$ cat config.mk
export PLATFORM = sky130hd
export DESIGN_NAME = nd_to_tiled_nz_address_generator_flat
export DESIGN_NICKNAME = d
export VERILOG_FILES = /design/src/hw/rtl/ndnz_pkg.sv /design/src/hw/rtl/ndnz_if.sv /design/src/hw/rtl/ndnz_cfg.sv /design/src/hw/rtl/ndnz_core.sv /design/src/hw/rtl/nd_to_tiled_nz_address_generator.sv /design/src/flat_wrapper.sv
export SDC_FILE = /design/constraint.sdc
export NUM_CORES = 2
export LEC_CHECK = 0
export ABC_AREA = 1
export BUFFER_PORTS_ARGS = -buffer_cell sky130_fd_sc_hd__buf_2
export CAP_MARGIN = 25
export CORE_MARGIN = 10
export CORE_UTILIZATION = 45
export DETAILED_ROUTE_END_ITERATION = 8
export GPL_TIMING_DRIVEN = 1
export PLACE_DENSITY = 0.7
export SETUP_SLACK_MARGIN = 0.15
export SYNTH_ARGS = -nofsm -noshare
export SYNTH_HDL_FRONTEND = slang
export SYNTH_SLANG_ARGS = --single-unit
$ cat constraint.sdc
create_clock -name clk -period 6.1 [get_ports clk]
set_clock_uncertainty 0.2 [all_clocks]
set_input_delay 1.22 -clock clk [delete_from_list [all_inputs] [get_ports clk]]
set_output_delay 1.22 -clock clk [all_outputs]
set_load 0.01 [all_outputs]
$ cat src/hw/rtl/ndnz_pkg.sv
`timescale 1ns / 1ps
// ndnz_pkg: shared types and constants of the ND to tiled NZ address generator.
// No dependencies.
package ndnz_pkg;

    localparam int CFG_ADDR_W = 3;
    localparam int CFG_DATA_W = 17;
    localparam int DIM_W      = 17;
    localparam int CNT_W      = 16;
    localparam int TW_W       = 7;
    localparam int SPAN_W     = 24;
    localparam int DATA_W     = 64;

    localparam logic [CFG_ADDR_W-1:0] REG_NUM_COLS    = 3'd0;
    localparam logic [CFG_ADDR_W-1:0] REG_NUM_ROWS    = 3'd1;
    localparam logic [CFG_ADDR_W-1:0] REG_NUM_BATCHES = 3'd2;
    localparam logic [CFG_ADDR_W-1:0] REG_TILE_WIDTH  = 3'd3;
    localparam logic [CFG_ADDR_W-1:0] REG_PADDED_ROWS = 3'd4;

    localparam logic [DIM_W-1:0] DIM_MAX = 17'h10000;

    // Effective shape handed from the config unit to the index datapath
    typedef struct packed {
        logic              ready;
        logic [DIM_W-1:0]  cols;
        logic [DIM_W-1:0]  rows;
        logic [DIM_W-1:0]  batches;
        logic [TW_W-1:0]   tw;
        logic [SPAN_W-1:0] span;
    } ndnz_dims_t;

endpackage

$ cat src/hw/rtl/ndnz_if.sv
`timescale 1ns / 1ps
// ndnz_if: valid/ready channel interfaces for elements, address results and config writes.
// Depends on ndnz_pkg.
interface ndnz_elem_if;
    logic                        valid;
    logic                        ready;
    logic [ndnz_pkg::DATA_W-1:0] element_value;

    modport source (output valid, output element_value, input ready);
    modport sink (input valid, input element_value, output ready);
endinterface

interface ndnz_addr_if #(
    parameter int INDEX_BITS = 40
);
    logic                        valid;
    logic                        ready;
    logic [INDEX_BITS-1:0]       nd_index;
    logic [INDEX_BITS-1:0]       nz_index;
    logic [ndnz_pkg::DATA_W-1:0] data_out;
    logic                        last_element;

    modport source (output valid, output nd_index, output nz_index, output data_out,
                    output last_element, input ready);
    modport sink (input valid, input nd_index, input nz_index, input data_out,
                  input last_element, output ready);
endinterface

interface ndnz_cfg_if;
    logic                            valid;
    logic                            ready;
    logic [ndnz_pkg::CFG_ADDR_W-1:0] index;
    logic [ndnz_pkg::CFG_DATA_W-1:0] data;

    modport source (output valid, output index, output data, input ready);
    modport sink (input valid, input index, input data, output ready);
endinterface

$ cat src/hw/rtl/ndnz_cfg.sv
`timescale 1ns / 1ps
// ndnz_cfg: config registers, range clamping and derived tile span / batch stride.
// Depends on ndnz_pkg and ndnz_cfg_if.
module ndnz_cfg #(
    parameter int INDEX_BITS     = 40,
    parameter int MAX_TILE_WIDTH = 64
) (
    input  logic                   clk,
    input  logic                   rst_n,
    ndnz_cfg_if.sink               cfg,
    output ndnz_pkg::ndnz_dims_t   dims,
    output logic [INDEX_BITS-1:0]  batch_stride
);
    import ndnz_pkg::*;

    localparam logic [1:0] ST_READY = 2'd0;
    localparam logic [1:0] ST_DIV   = 2'd1;
    localparam logic [1:0] ST_ROUND = 2'd2;
    localparam logic [1:0] ST_MUL   = 2'd3;

    localparam logic [TW_W-1:0] TW_MAX   = TW_W'(MAX_TILE_WIDTH);
    localparam logic [TW_W-1:0] TW_MIN   = 7'd2;
    localparam logic [4:0]      IDX_TOP  = 5'(DIM_W - 1);
    localparam int              PROD_W   = 2 * DIM_W;

    logic [DIM_W-1:0]      num_cols_reg, num_rows_reg, num_batches_reg, padded_rows_reg;
    logic [TW_W-1:0]       tile_width_reg;
    logic [1:0]            state_reg, state_next;
    logic [4:0]            idx_reg, idx_next;
    logic [TW_W-1:0]       rem_reg, rem_next;
    logic [DIM_W-1:0]      rounded_reg, rounded_next;
    logic [SPAN_W-1:0]     span_reg, span_next;
    logic [INDEX_BITS-1:0] stride_reg, stride_next;

    logic [DIM_W-1:0]  cols_eff, rows_eff, batches_eff, prow_eff;
    logic [TW_W-1:0]   tw_eff;
    logic [TW_W:0]     rem_shift;
    logic [PROD_W-1:0] stride_prod;
    logic [SPAN_W-1:0] span_prod;
    logic              cfg_wr;

    function automatic logic [DIM_W-1:0] clamp_dim(input logic [DIM_W-1:0] v);
        logic [DIM_W-1:0] r;
        r = v;
        if (v == '0)
            r = DIM_W'(1);
        else if (v[DIM_W-1] && (v[DIM_W-2:0] != '0))
            r = DIM_MAX;
        return r;
    endfunction

    assign cfg_wr    = cfg.valid && cfg.ready;
    assign cfg.ready = 1'b1;

    assign cols_eff    = clamp_dim(num_cols_reg);
    assign rows_eff    = clamp_dim(num_rows_reg);
    assign batches_eff = clamp_dim(num_batches_reg);
    assign prow_eff    = clamp_dim(padded_rows_reg);

    always_comb
    begin
        if (tile_width_reg < TW_MIN)
            tw_eff = TW_MIN;
        else if (tile_width_reg > TW_MAX)
            tw_eff = TW_MAX;
        else
            tw_eff = tile_width_reg;
    end

    // remainder of cols / tw, one dividend bit per cycle
    assign rem_shift   = {rem_reg, cols_eff[idx_reg]};
    assign stride_prod = rounded_reg * prow_eff;
    assign span_prod   = prow_eff * tw_eff;

    always_comb
    begin
        state_next   = state_reg;
        idx_next     = idx_reg;
        rem_next     = rem_reg;
        rounded_next = rounded_reg;
        span_next    = span_reg;
        stride_next  = stride_reg;
        case (state_reg)
            ST_DIV:
            begin
                if (rem_shift >= {1'b0, tw_eff})
                    rem_next = TW_W'(rem_shift - {1'b0, tw_eff});
                else
                    rem_next = TW_W'(rem_shift);
                idx_next = idx_reg - 5'd1;
                if (idx_reg == '0)
                    state_next = ST_ROUND;
            end
            ST_ROUND:
            begin
                if (rem_reg != '0)
                    rounded_next = cols_eff + DIM_W'(tw_eff - rem_reg);
                else
                    rounded_next = cols_eff;
                state_next = ST_MUL;
            end
            ST_MUL:
            begin
                stride_next = INDEX_BITS'(stride_prod);
                span_next   = span_prod;
                state_next  = ST_READY;
            end
            default:
            begin
                state_next = ST_READY;
            end
        endcase
        if (cfg_wr)
        begin
            state_next = ST_DIV;
            idx_next   = IDX_TOP;
            rem_next   = '0;
        end
    end

    always_ff @(posedge clk or negedge rst_n)
    begin
        if (!rst_n)
        begin
            num_cols_reg    <= DIM_W'(1);
            num_rows_reg    <= DIM_W'(1);
            num_batches_reg <= DIM_W'(1);
            tile_width_reg  <= TW_W'(16);
            padded_rows_reg <= DIM_W'(16);
            state_reg       <= ST_DIV;
            idx_reg         <= IDX_TOP;
            rem_reg         <= '0;
        end
        else
        begin
            state_reg <= state_next;
            idx_reg   <= idx_next;
            rem_reg   <= rem_next;
            if (cfg_wr)
            begin
                case (cfg.index)
                    REG_NUM_COLS:    num_cols_reg    <= cfg.data;
                    REG_NUM_ROWS:    num_rows_reg    <= cfg.data;
                    REG_NUM_BATCHES: num_batches_reg <= cfg.data;
                    REG_TILE_WIDTH:  tile_width_reg  <= cfg.data[TW_W-1:0];
                    REG_PADDED_ROWS: padded_rows_reg <= cfg.data;
                    default:         ;
                endcase
            end
        end
    end

    always_ff @(posedge clk)
    begin
        rounded_reg <= rounded_next;
        span_reg    <= span_next;
        stride_reg  <= stride_next;
    end

    assign dims.ready   = (state_reg == ST_READY);
    assign dims.cols    = cols_eff;
    assign dims.rows    = rows_eff;
    assign dims.batches = batches_eff;
    assign dims.tw      = tw_eff;
    assign dims.span    = span_reg;
    assign batch_stride = stride_reg;

    a_write_restarts: assert property (@(posedge clk) disable iff (!rst_n)
        cfg_wr |=> (state_reg == ST_DIV) && (idx_reg == IDX_TOP))
        else $error("config write did not restart stride computation");

    a_div_to_round: assert property (@(posedge clk) disable iff (!rst_n)
        (state_reg == ST_DIV) && (idx_reg == '0) && !cfg_wr |=> state_reg == ST_ROUND)
        else $error("divider did not finish after last dividend bit");

    a_rem_below_tw: assert property (@(posedge clk) disable iff (!rst_n)
        (state_reg == ST_ROUND) |-> rem_reg < tw_eff)
        else $error("remainder not below tile width");

endmodule

$ cat src/hw/rtl/ndnz_core.sv
`timescale 1ns / 1ps
// ndnz_core: ND position counters, NZ index arithmetic and result register.
// Depends on ndnz_pkg, ndnz_elem_if and ndnz_addr_if.
module ndnz_core #(
    parameter int INDEX_BITS     = 40,
    parameter int MAX_TILE_WIDTH = 64
) (
    input  logic                   clk,
    input  logic                   rst_n,
    ndnz_elem_if.sink              elem,
    ndnz_addr_if.source            addr,
    input  ndnz_pkg::ndnz_dims_t   dims,
    input  logic [INDEX_BITS-1:0]  batch_stride
);
    import ndnz_pkg::*;

    localparam int CIT_W = (MAX_TILE_WIDTH > 2) ? $clog2(MAX_TILE_WIDTH) : 1;

    logic [CNT_W-1:0]      col_count_reg, col_count_next;
    logic [CIT_W-1:0]      col_in_tile_reg, col_in_tile_next;
    logic [INDEX_BITS-1:0] tile_base_reg, tile_base_next;
    logic [CNT_W-1:0]      row_count_reg, row_count_next;
    logic [CNT_W-1:0]      batch_count_reg, batch_count_next;
    logic [INDEX_BITS-1:0] batch_base_reg, batch_base_next;
    logic [INDEX_BITS-1:0] linear_count_reg, linear_count_next;

    logic                  out_valid_reg;
    logic [INDEX_BITS-1:0] nd_reg, nz_reg;
    logic [DATA_W-1:0]     data_reg;
    logic                  last_reg;

    logic                     elem_acc;
    logic                     col_end, row_end, batch_end, last_c, tile_end;
    logic [CNT_W+TW_W-1:0]    row_off;
    logic [INDEX_BITS-1:0]    nz_c;

    assign elem.ready = dims.ready && (!out_valid_reg || addr.ready);
    assign elem_acc   = elem.valid && elem.ready;

    assign col_end   = ({1'b0, col_count_reg} + DIM_W'(1)) >= dims.cols;
    assign row_end   = ({1'b0, row_count_reg} + DIM_W'(1)) >= dims.rows;
    assign batch_end = ({1'b0, batch_count_reg} + DIM_W'(1)) >= dims.batches;
    assign last_c    = col_end && row_end && batch_end;
    assign tile_end  = (TW_W'(col_in_tile_reg) + TW_W'(1)) >= dims.tw;

    assign row_off = row_count_reg * dims.tw;
    assign nz_c    = batch_base_reg + tile_base_reg + INDEX_BITS'(row_off)
                     + INDEX_BITS'(col_in_tile_reg);

    always_comb
    begin
        col_count_next    = col_count_reg;
        col_in_tile_next  = col_in_tile_reg;
        tile_base_next    = tile_base_reg;
        row_count_next    = row_count_reg;
        batch_count_next  = batch_count_reg;
        batch_base_next   = batch_base_reg;
        linear_count_next = linear_count_reg;
        if (elem_acc)
        begin
            if (last_c)
            begin
                col_count_next    = '0;
                col_in_tile_next  = '0;
                tile_base_next    = '0;
                row_count_next    = '0;
                batch_count_next  = '0;
                batch_base_next   = '0;
                linear_count_next = '0;
            end
            else
            begin
                linear_count_next = linear_count_reg + INDEX_BITS'(1);
                if (!col_end)
                begin
                    col_count_next = col_count_reg + CNT_W'(1);
                    if (tile_end)
                    begin
                        col_in_tile_next = '0;
                        tile_base_next   = tile_base_reg + INDEX_BITS'(dims.span);
                    end
                    else
                        col_in_tile_next = col_in_tile_reg + CIT_W'(1);
                end
                else
                begin
                    col_count_next   = '0;
                    col_in_tile_next = '0;
                    tile_base_next   = '0;
                    if (!row_end)
                        row_count_next = row_count_reg + CNT_W'(1);
                    else
                    begin
                        row_count_next   = '0;
                        batch_count_next = batch_count_reg + CNT_W'(1);
                        batch_base_next  = batch_base_reg + batch_stride;
                    end
                end
            end
        end
    end

    always_ff @(posedge clk or negedge rst_n)
    begin
        if (!rst_n)
        begin
            col_count_reg    <= '0;
            col_in_tile_reg  <= '0;
            tile_base_reg    <= '0;
            row_count_reg    <= '0;
            batch_count_reg  <= '0;
            batch_base_reg   <= '0;
            linear_count_reg <= '0;
            out_valid_reg    <= 1'b0;
        end
        else
        begin
            col_count_reg    <= col_count_next;
            col_in_tile_reg  <= col_in_tile_next;
            tile_base_reg    <= tile_base_next;
            row_count_reg    <= row_count_next;
            batch_count_reg  <= batch_count_next;
            batch_base_reg   <= batch_base_next;
            linear_count_reg <= linear_count_next;
            if (elem_acc)
                out_valid_reg <= 1'b1;
            else if (addr.ready)
                out_valid_reg <= 1'b0;
        end
    end

    always_ff @(posedge clk)
    begin
        if (elem_acc)
        begin
            nd_reg   <= linear_count_reg;
            nz_reg   <= nz_c;
            data_reg <= elem.element_value;
            last_reg <= last_c;
        end
    end

    assign addr.valid        = out_valid_reg;
    assign addr.nd_index     = nd_reg;
    assign addr.nz_index     = nz_reg;
    assign addr.data_out     = data_reg;
    assign addr.last_element = last_reg;

    a_last_clears: assert property (@(posedge clk) disable iff (!rst_n)
        elem_acc && last_c |=> (linear_count_reg == '0) && (row_count_reg == '0)
            && (batch_count_reg == '0) && (batch_base_reg == '0) && (tile_base_reg == '0))
        else $error("counters not cleared after last word");

    a_nd_steps: assert property (@(posedge clk) disable iff (!rst_n)
        elem_acc && !last_c |=> linear_count_reg == INDEX_BITS'($past(linear_count_reg) + 1'b1))
        else $error("ND index did not advance by one");

    a_result_drains: assert property (@(posedge clk) disable iff (!rst_n)
        out_valid_reg && addr.ready && !elem_acc |=> !out_valid_reg)
        else $error("result word repeated after being taken");

    a_result_held: assert property (@(posedge clk) disable iff (!rst_n)
        out_valid_reg && !addr.ready |-> !elem_acc)
        else $error("word accepted over a stalled result");

endmodule

$ cat src/hw/rtl/nd_to_tiled_nz_address_generator.sv
`timescale 1ns / 1ps
// nd_to_tiled_nz_address_generator: top level of the ND to tiled NZ address generator.
// Depends on ndnz_pkg, ndnz_if, ndnz_cfg and ndnz_core.
//
// Usage:
//   elem  - element words in row-major ND order (batch, row, column).
//   addr  - one result word per element: ND index, NZ index, the element
//           value and a flag on the final element of the tensor.
//   cfg   - register writes: 0 num_cols, 1 num_rows, 2 num_batches,
//           3 tile_width, 4 padded_rows. Always ready.
// Latency: a result is valid the cycle after its element is taken.
// Throughput: one element per cycle while the receiver takes each result;
//   the result register is refilled in the same cycle it is taken.
// After reset and after every config write the block recomputes the
//   batch stride and tile span (remainder divider plus a round and a multiply
//   step), and elem.ready stays low until that is done.
// When the receiver stalls, the result is held and elem.ready drops until
//   it is taken. Position counters clear at reset and after the last element.
module nd_to_tiled_nz_address_generator #(
    parameter int INDEX_BITS     = 40,
    parameter int MAX_TILE_WIDTH = 64
) (
    input  logic        clk,
    input  logic        rst_n,
    ndnz_elem_if.sink   elem,
    ndnz_addr_if.source addr,
    ndnz_cfg_if.sink    cfg
);
    import ndnz_pkg::*;

    ndnz_dims_t            dims;
    logic [INDEX_BITS-1:0] batch_stride;

    ndnz_cfg #(
        .INDEX_BITS     (INDEX_BITS),
        .MAX_TILE_WIDTH (MAX_TILE_WIDTH)
    ) u_cfg (
        .clk          (clk),
        .rst_n        (rst_n),
        .cfg          (cfg),
        .dims         (dims),
        .batch_stride (batch_stride)
    );

    ndnz_core #(
        .INDEX_BITS     (INDEX_BITS),
        .MAX_TILE_WIDTH (MAX_TILE_WIDTH)
    ) u_core (
        .clk          (clk),
        .rst_n        (rst_n),
        .elem         (elem),
        .addr         (addr),
        .dims         (dims),
        .batch_stride (batch_stride)
    );

endmodule

$ cat src/flat_wrapper.sv
// flat-port wrapper written by rule: the top's interface ports become plain ports
module nd_to_tiled_nz_address_generator_flat import ndnz_pkg::*;
#(
    parameter int INDEX_BITS     = 40,
    parameter int MAX_TILE_WIDTH = 64
)
  (clk, rst_n, elem_valid, elem_element_value, elem_ready, addr_valid, addr_nd_index, addr_nz_index, addr_data_out, addr_last_element, addr_ready, cfg_valid, cfg_index, cfg_data, cfg_ready);
  ndnz_elem_if elem_i ();
  ndnz_addr_if #(.INDEX_BITS(INDEX_BITS)) addr_i ();
  ndnz_cfg_if cfg_i ();
  input  logic clk;
  input  logic rst_n;
  input wire logic [$bits(elem_i.valid)-1:0] elem_valid;
  input wire logic [$bits(elem_i.element_value)-1:0] elem_element_value;
  output wire logic [$bits(elem_i.ready)-1:0] elem_ready;
  output wire logic [$bits(addr_i.valid)-1:0] addr_valid;
  output wire logic [$bits(addr_i.nd_index)-1:0] addr_nd_index;
  output wire logic [$bits(addr_i.nz_index)-1:0] addr_nz_index;
  output wire logic [$bits(addr_i.data_out)-1:0] addr_data_out;
  output wire logic [$bits(addr_i.last_element)-1:0] addr_last_element;
  input wire logic [$bits(addr_i.ready)-1:0] addr_ready;
  input wire logic [$bits(cfg_i.valid)-1:0] cfg_valid;
  input wire logic [$bits(cfg_i.index)-1:0] cfg_index;
  input wire logic [$bits(cfg_i.data)-1:0] cfg_data;
  output wire logic [$bits(cfg_i.ready)-1:0] cfg_ready;
  assign elem_i.valid = elem_valid;
  assign elem_i.element_value = elem_element_value;
  assign elem_ready = elem_i.ready;
  assign addr_valid = addr_i.valid;
  assign addr_nd_index = addr_i.nd_index;
  assign addr_nz_index = addr_i.nz_index;
  assign addr_data_out = addr_i.data_out;
  assign addr_last_element = addr_i.last_element;
  assign addr_i.ready = addr_ready;
  assign cfg_i.valid = cfg_valid;
  assign cfg_i.index = cfg_index;
  assign cfg_i.data = cfg_data;
  assign cfg_ready = cfg_i.ready;
  nd_to_tiled_nz_address_generator #(.INDEX_BITS(INDEX_BITS), .MAX_TILE_WIDTH(MAX_TILE_WIDTH)) u_core (.clk(clk), .rst_n(rst_n), .elem(elem_i), .addr(addr_i), .cfg(cfg_i));
endmodule
==> Word level (Yosys, flattened, before mapping) <==
Cells that the tools add are included.
{ "word_totals": {"ramBits": 0, "mem_bits_ro": 0, "latchBits": 0, "wordCells": 136, "memories": 0, "reg_bits": 484} }
{ "classes": {"mux": 41, "n_div": 0, "n_mul": 3, "eq_ne": 8, "bitwise_logic": 0, "n_reduce_logical": 35, "order_cmp": 8, "n_shift": 0, "addsub": 18} }
{ "ops": {"columns": ["cell", "count"], "rows": [
  ["$mux 40", 7],
  ["$mux 17", 9],
  ["$mux 16", 8],
  ["$logic_not 17->1", 4],
  ["$reduce_bool 16->1", 4],
  ["$add 16x1->17 const B", 3],
  ["$ge 17x17->1", 3],
  ["$add 16x1->16 const B", 3],
  ["$add 40x1->40 const B", 1],
  ["$add 40x23->40", 1],
  ["$add 40x24->40", 1],
  ["$add 40x34->40", 1],
  ["$add 40x40->40", 1],
  ["$add 40x6->40", 1],
  ["$mux 7", 5],
  ["$mul 17x17->34", 1],
  ["$mul 17x7->24", 1],
  ["$mul 16x7->23", 1],
  ["$mux 6", 3],
  ["$add 17x17->17", 1],
  ["$reduce_and 2->1", 7],
  ["$mux 5", 2],
  ["$ge 8x7->1", 1],
  ["$logic_and 1x1->1", 8],
  ["other kinds (28)", 36]
]} }

==> Longest topological paths before layout <==
{ "depth": {"word_depth": 10, "depth_mapped": 32, "ltp_nobuf": 31} }

==> By module <==
Synthesis repeated with hierarchy kept, for this count alone.
{ "unflattened": {"hier_cells": 5972, "hier_area_um2": 47772.1} }
{ "modules_own_cells": {"columns": ["module", "area_per_inst_um2", "cells_each", "n_inst", "seq_area_each_um2"], "rows": [
  ["ndnz_core", 26789.4, 3468, 1, 8733.4],
  ["ndnz_cfg", 20982.6, 2504, 1, 4488.1]
]} }

==> Least setup slack after synthesis <==
Ideal clock, no wire load.
{ "synth_timing": {"path_kind": "flip-flop to flip-flop", "start": "register u_core.u_cfg.padded_rows_reg[4]", "end": "register u_core.u_cfg.stride_reg[23] (netlist: u_core.u_cfg.batch_stride[23]), data pin", "path_stages_with_launch": 26, "arrival_ns": 6.139, "required_time_ns": 5.641, "setup_time_ns": 0.259, "n_path_buf": 2, "slack_ns": -0.498, "synth_period_minus_slack_ns": 6.598, "path_cell_list": "dfstp_2 > inv_1 > nand4_1 > nor4_1 > nor2_1 > buf_4 > nor2_2 > buf_2 > nand2_1 > fa_1 > fa_1 > fa_1 > fa_1 > inv_1 > fa_1 > inv_1 > fa_1 > inv_1 > ha_1 > a21o_1 > a21oi_1 > a21boi_0 > o21ai_1 > nand2_1 > nand2_1 > xor2_1"} }
{ "synth_between": {"elab_chain_cells": 5, "word_cells_on_any_way": 6, "classes_between": "mul (1); mux (2); reduce/logical (3)"} }
{ "synth_rtl": {"columns": ["item", "line", "text"], "rows": [
  ["from (decl)", "ndnz_cfg.sv:26", "logic [DIM_W-1:0] num_cols_reg, num_rows_reg, num_batches_reg, padded_rows_reg;"],
  ["from (signal assigned)", "ndnz_cfg.sv:146", "REG_PADDED_ROWS: padded_rows_reg <= cfg.data;"],
  ["$reduce_bool 16->1", "ndnz_cfg.sv:47", "else if (v[DIM_W-1] && (v[DIM_W-2:0] != '0))"],
  ["$logic_and 1x1->1", "ndnz_cfg.sv:47", null],
  ["$mux 17", "ndnz_cfg.sv:47", null],
  ["$mux 17 *", "ndnz_cfg.sv:45", "if (v == '0)"],
  ["$mul 17x17->34 *", "ndnz_cfg.sv:72", "assign stride_prod = rounded_reg * prow_eff;"],
  ["via u_core.u_cfg.stride_prod[23]", "ndnz_cfg.sv:38", "logic [PROD_W-1:0] stride_prod;"],
  ["to (signal assigned)", "ndnz_cfg.sv:157", "stride_reg <= stride_next;"],
  ["to (decl)", "ndnz_cfg.sv:33", "logic [INDEX_BITS-1:0] stride_reg, stride_next;"]
]} }
The timed path passes the listed nets; every way through them passes the cells marked *.
A chain may end at the register's enable or synchronous reset.

==> Worst setup path after layout <==
{ "layout_timing": {"start": "register u_core.u_cfg.padded_rows_reg[5]", "end": "register u_core.u_cfg.stride_reg[31] (netlist: u_core.u_cfg.batch_stride[31]), data pin"} }
Same word-level chain as after synthesis.

==> impl_metrics.json <==
{
  "clock_path_buffers": 3,
  "hp-start": "u_core.u_core.linear_count_reg[22]",
  "cts_tree": "done",
  "crit_family": "adder cells",
  "h-tree-depth": 2,
  "areaGrowthSynthToFinish_pct": 18.5,
  "layout_setup_ws_ns": -0.640,
  "clock_sinks": 484,
  "worstRegToRegCells": 31,
  "violations": "setup timing",
  "drt-initial-drc-count": 3159,
  "cp-end-kind": "flip-flop",
  "grt_use_met2": 0.385,
  "synth_edf_count": 220,
  "met1_usage": 0.318,
  "grt_max_degree": 155,
  "crit_fanout": 6,
  "crit_type": "reg2reg",
  "setup-violations-final": 25,
  "cp_slowest_cell": "fa_2",
  "die_h_um": 341,
  "gp_congestion": 0.964,
  "postLayoutCellArea_um2": 54900,
  "layout-drive-gt1-share": 0.164,
  "maxClockFrequency_mhz": 148,
  "clk_pin_slew_worst_paths_ns": 0.06,
  "holdPathEnd": "u_core.u_core.addr.nd_index[22]",
  "syn-num-nets": 6499,
  "status": "finished, violations left",
  "reg2reg_to": "u_core.u_cfg.batch_stride[31]",
  "post-route-min-period_ns": 6.74,
  "rrSetupSlack_ns": -0.64,
  "yosysMostFrequentCell": "nand2_1",
  "synth_top_area_share": 0.181,
  "track_usage": 0.236,
  "synth_common_cells": "nand2_1 (1169), inv_1 (922), nor2_1 (527), ha_1 (455), fa_1 (419)",
  "placed_cells": 7265,
  "start_util": 0.454,
  "ys_warn_count": 0,
  "startpoint_type": "flip-flop",
  "coreArea_um2": 102000,
  "synth_area_um2": 46400,
  "rsz0062_at_grt": "yes",
  "multi_input_area_um2": 30400,
  "die-area_um2": 116000,
  "diodes": 0,
  "instances_no_fill": 7444,
  "synth_cell_types": 61,
  "post-route-period-util": 1.10,
  "avgViaCountPerCell": 5.34,
  "syn_inst": 5536,
  "grt.busiest_layer": "met2",
  "first_pass_iters": 6,
  "clock_latency_ns": 0.70,
  "cp.buffers_inverters": 9,
  "use_met3": 0.0414,
  "timing.final.max_slew_violations": 0,
  "vias": 39754,
  "overflow": 0,
  "async_flop_share": 0.545,
  "slew_headroom": 0.311,
  "drv_cap": 0,
  "setup_tns_ns": -10.89,
  "cts-hold-fix-buffers": 0,
  "ys.flop_type": "dfrtp_1",
  "die_w_um": 341,
  "n_fill_cell": 9232,
  "arrival_ns": 6.92,
  "cp_data_required_time_ns": 6.28,
  "dp_slack_ns": -0.738,
  "antenna_found_initial": 5,
  "numCtsBuffers": 57,
  "crit_path_max_incr_delay_ns": 0.57,
  "worst_pin_slew_ns": 1.03,
  "worstReg2RegStart": "u_core.u_cfg.padded_rows_reg[5]",
  "yosys.area.top_type": "fa_1",
  "routed_wl_um": 142000,
  "cts-root-buf": "clkbuf_16",
  "layout.nets": 6991,
  "ant_nets": 0,
  "yosysSeqAreaShare": 0.285,
  "port_buffers": 235,
  "dp_hpwl_um": 114000,
  "hold_class": "reg2reg",
  "hold_violations": 0,
  "whs_path_depth": 0,
  "largest_reg_flops": 64,
  "post_dp_cell_area_um2": 51000,
  "drcViolationCount": 0,
  "routedWlPerCell_um": 19.0,
  "grt_pass1_vias": 39120,
  "regArea_um2": 13200,
  "row_count": 117,
  "synth.ff_latch_count": 484,
  "ys_top_cells_by_area": "fa_1 (18%), edfxtp_1 (14%), dfrtp_1 (14%)",
  "pin_count": 237,
  "grt_first_pass_wirelength_um": 219000,
  "synth_area_per_cell_um2": 8.38
}
[cells by family after synthesis]
group	Yosys count	share of synthesized area
compound gates	754	0.0882
xor+xnor	218	0.0412
other cells	1	0.0000809
simple gates	2132	0.193
flops	484	0.285
fa+ha+maj	874	0.304
buf+inv	1073	0.0889
[final cells by class]
class,instances,share of cell area
multi-input cells,3980,0.553
flip-flops and latches,484,0.241
repair buffers,561,0.0735
inverters,944,0.0650
well taps,1368,0.0312
clock buffers,68,0.0275
clock inverters,39,0.00886
[worst max path at each step]
stage	startpoint	end	slack (ns)	cells past startpoint
2_1_floorplan	u_core.u_cfg.padded_rows_reg[8]	u_core.u_cfg.batch_stride[31]	-0.17	29
3_3_place_gp	u_core.u_cfg.padded_rows_reg[4]	u_core.u_cfg.batch_stride[30]	-0.70	26
3_5_place_dp	u_core.u_cfg.padded_rows_reg[4]	u_core.u_cfg.batch_stride[30]	-0.74	25
4_1_cts	u_core.u_cfg.padded_rows_reg[8]	u_core.u_cfg.batch_stride[30]	-0.52	29
5_1_grt	u_core.u_cfg.padded_rows_reg[9]	u_core.u_cfg.batch_stride[31]	-0.89	31
6_report	u_core.u_cfg.padded_rows_reg[5]	u_core.u_cfg.batch_stride[31]	-0.64	31
[routing by layer]
layer / wire length, µm / share of wire
met5: 0 / 0
met4: 4440 / 0.031
met3: 10500 / 0.074
met2: 66400 / 0.47
met1: 60500 / 0.43
[metrics by stage]
stage	utilization	hold WS [ns]
CTS	0.528	0.268
global placement	0.500	0.242
detailed placement	0.500	0.252
global route	0.538	0.272
finish	0.538	0.262
floorplan	-	0.225
[cell usage in the layout (no fill, tap or decap), types with 225 or more instances in the layout]
cell type and count:
a21oi_1 225, buf_2 234, buf_4 268, dfrtp_1 257, fa_1 405, ha_1 413, inv_1 882, nand2_1 1128
nor2_1 494, o21ai_0 296
[timing repair]
action,in CTS,in global routing
buffers inserted,42,28
gates resized for setup,134,185
cloned,1,1
pin swaps,48,59
setup endpoints to repair,44,60
Power is left out: the tool's default activity adds up to more than one toggle a clock period on the data nets, which glitch-free logic cannot reach.
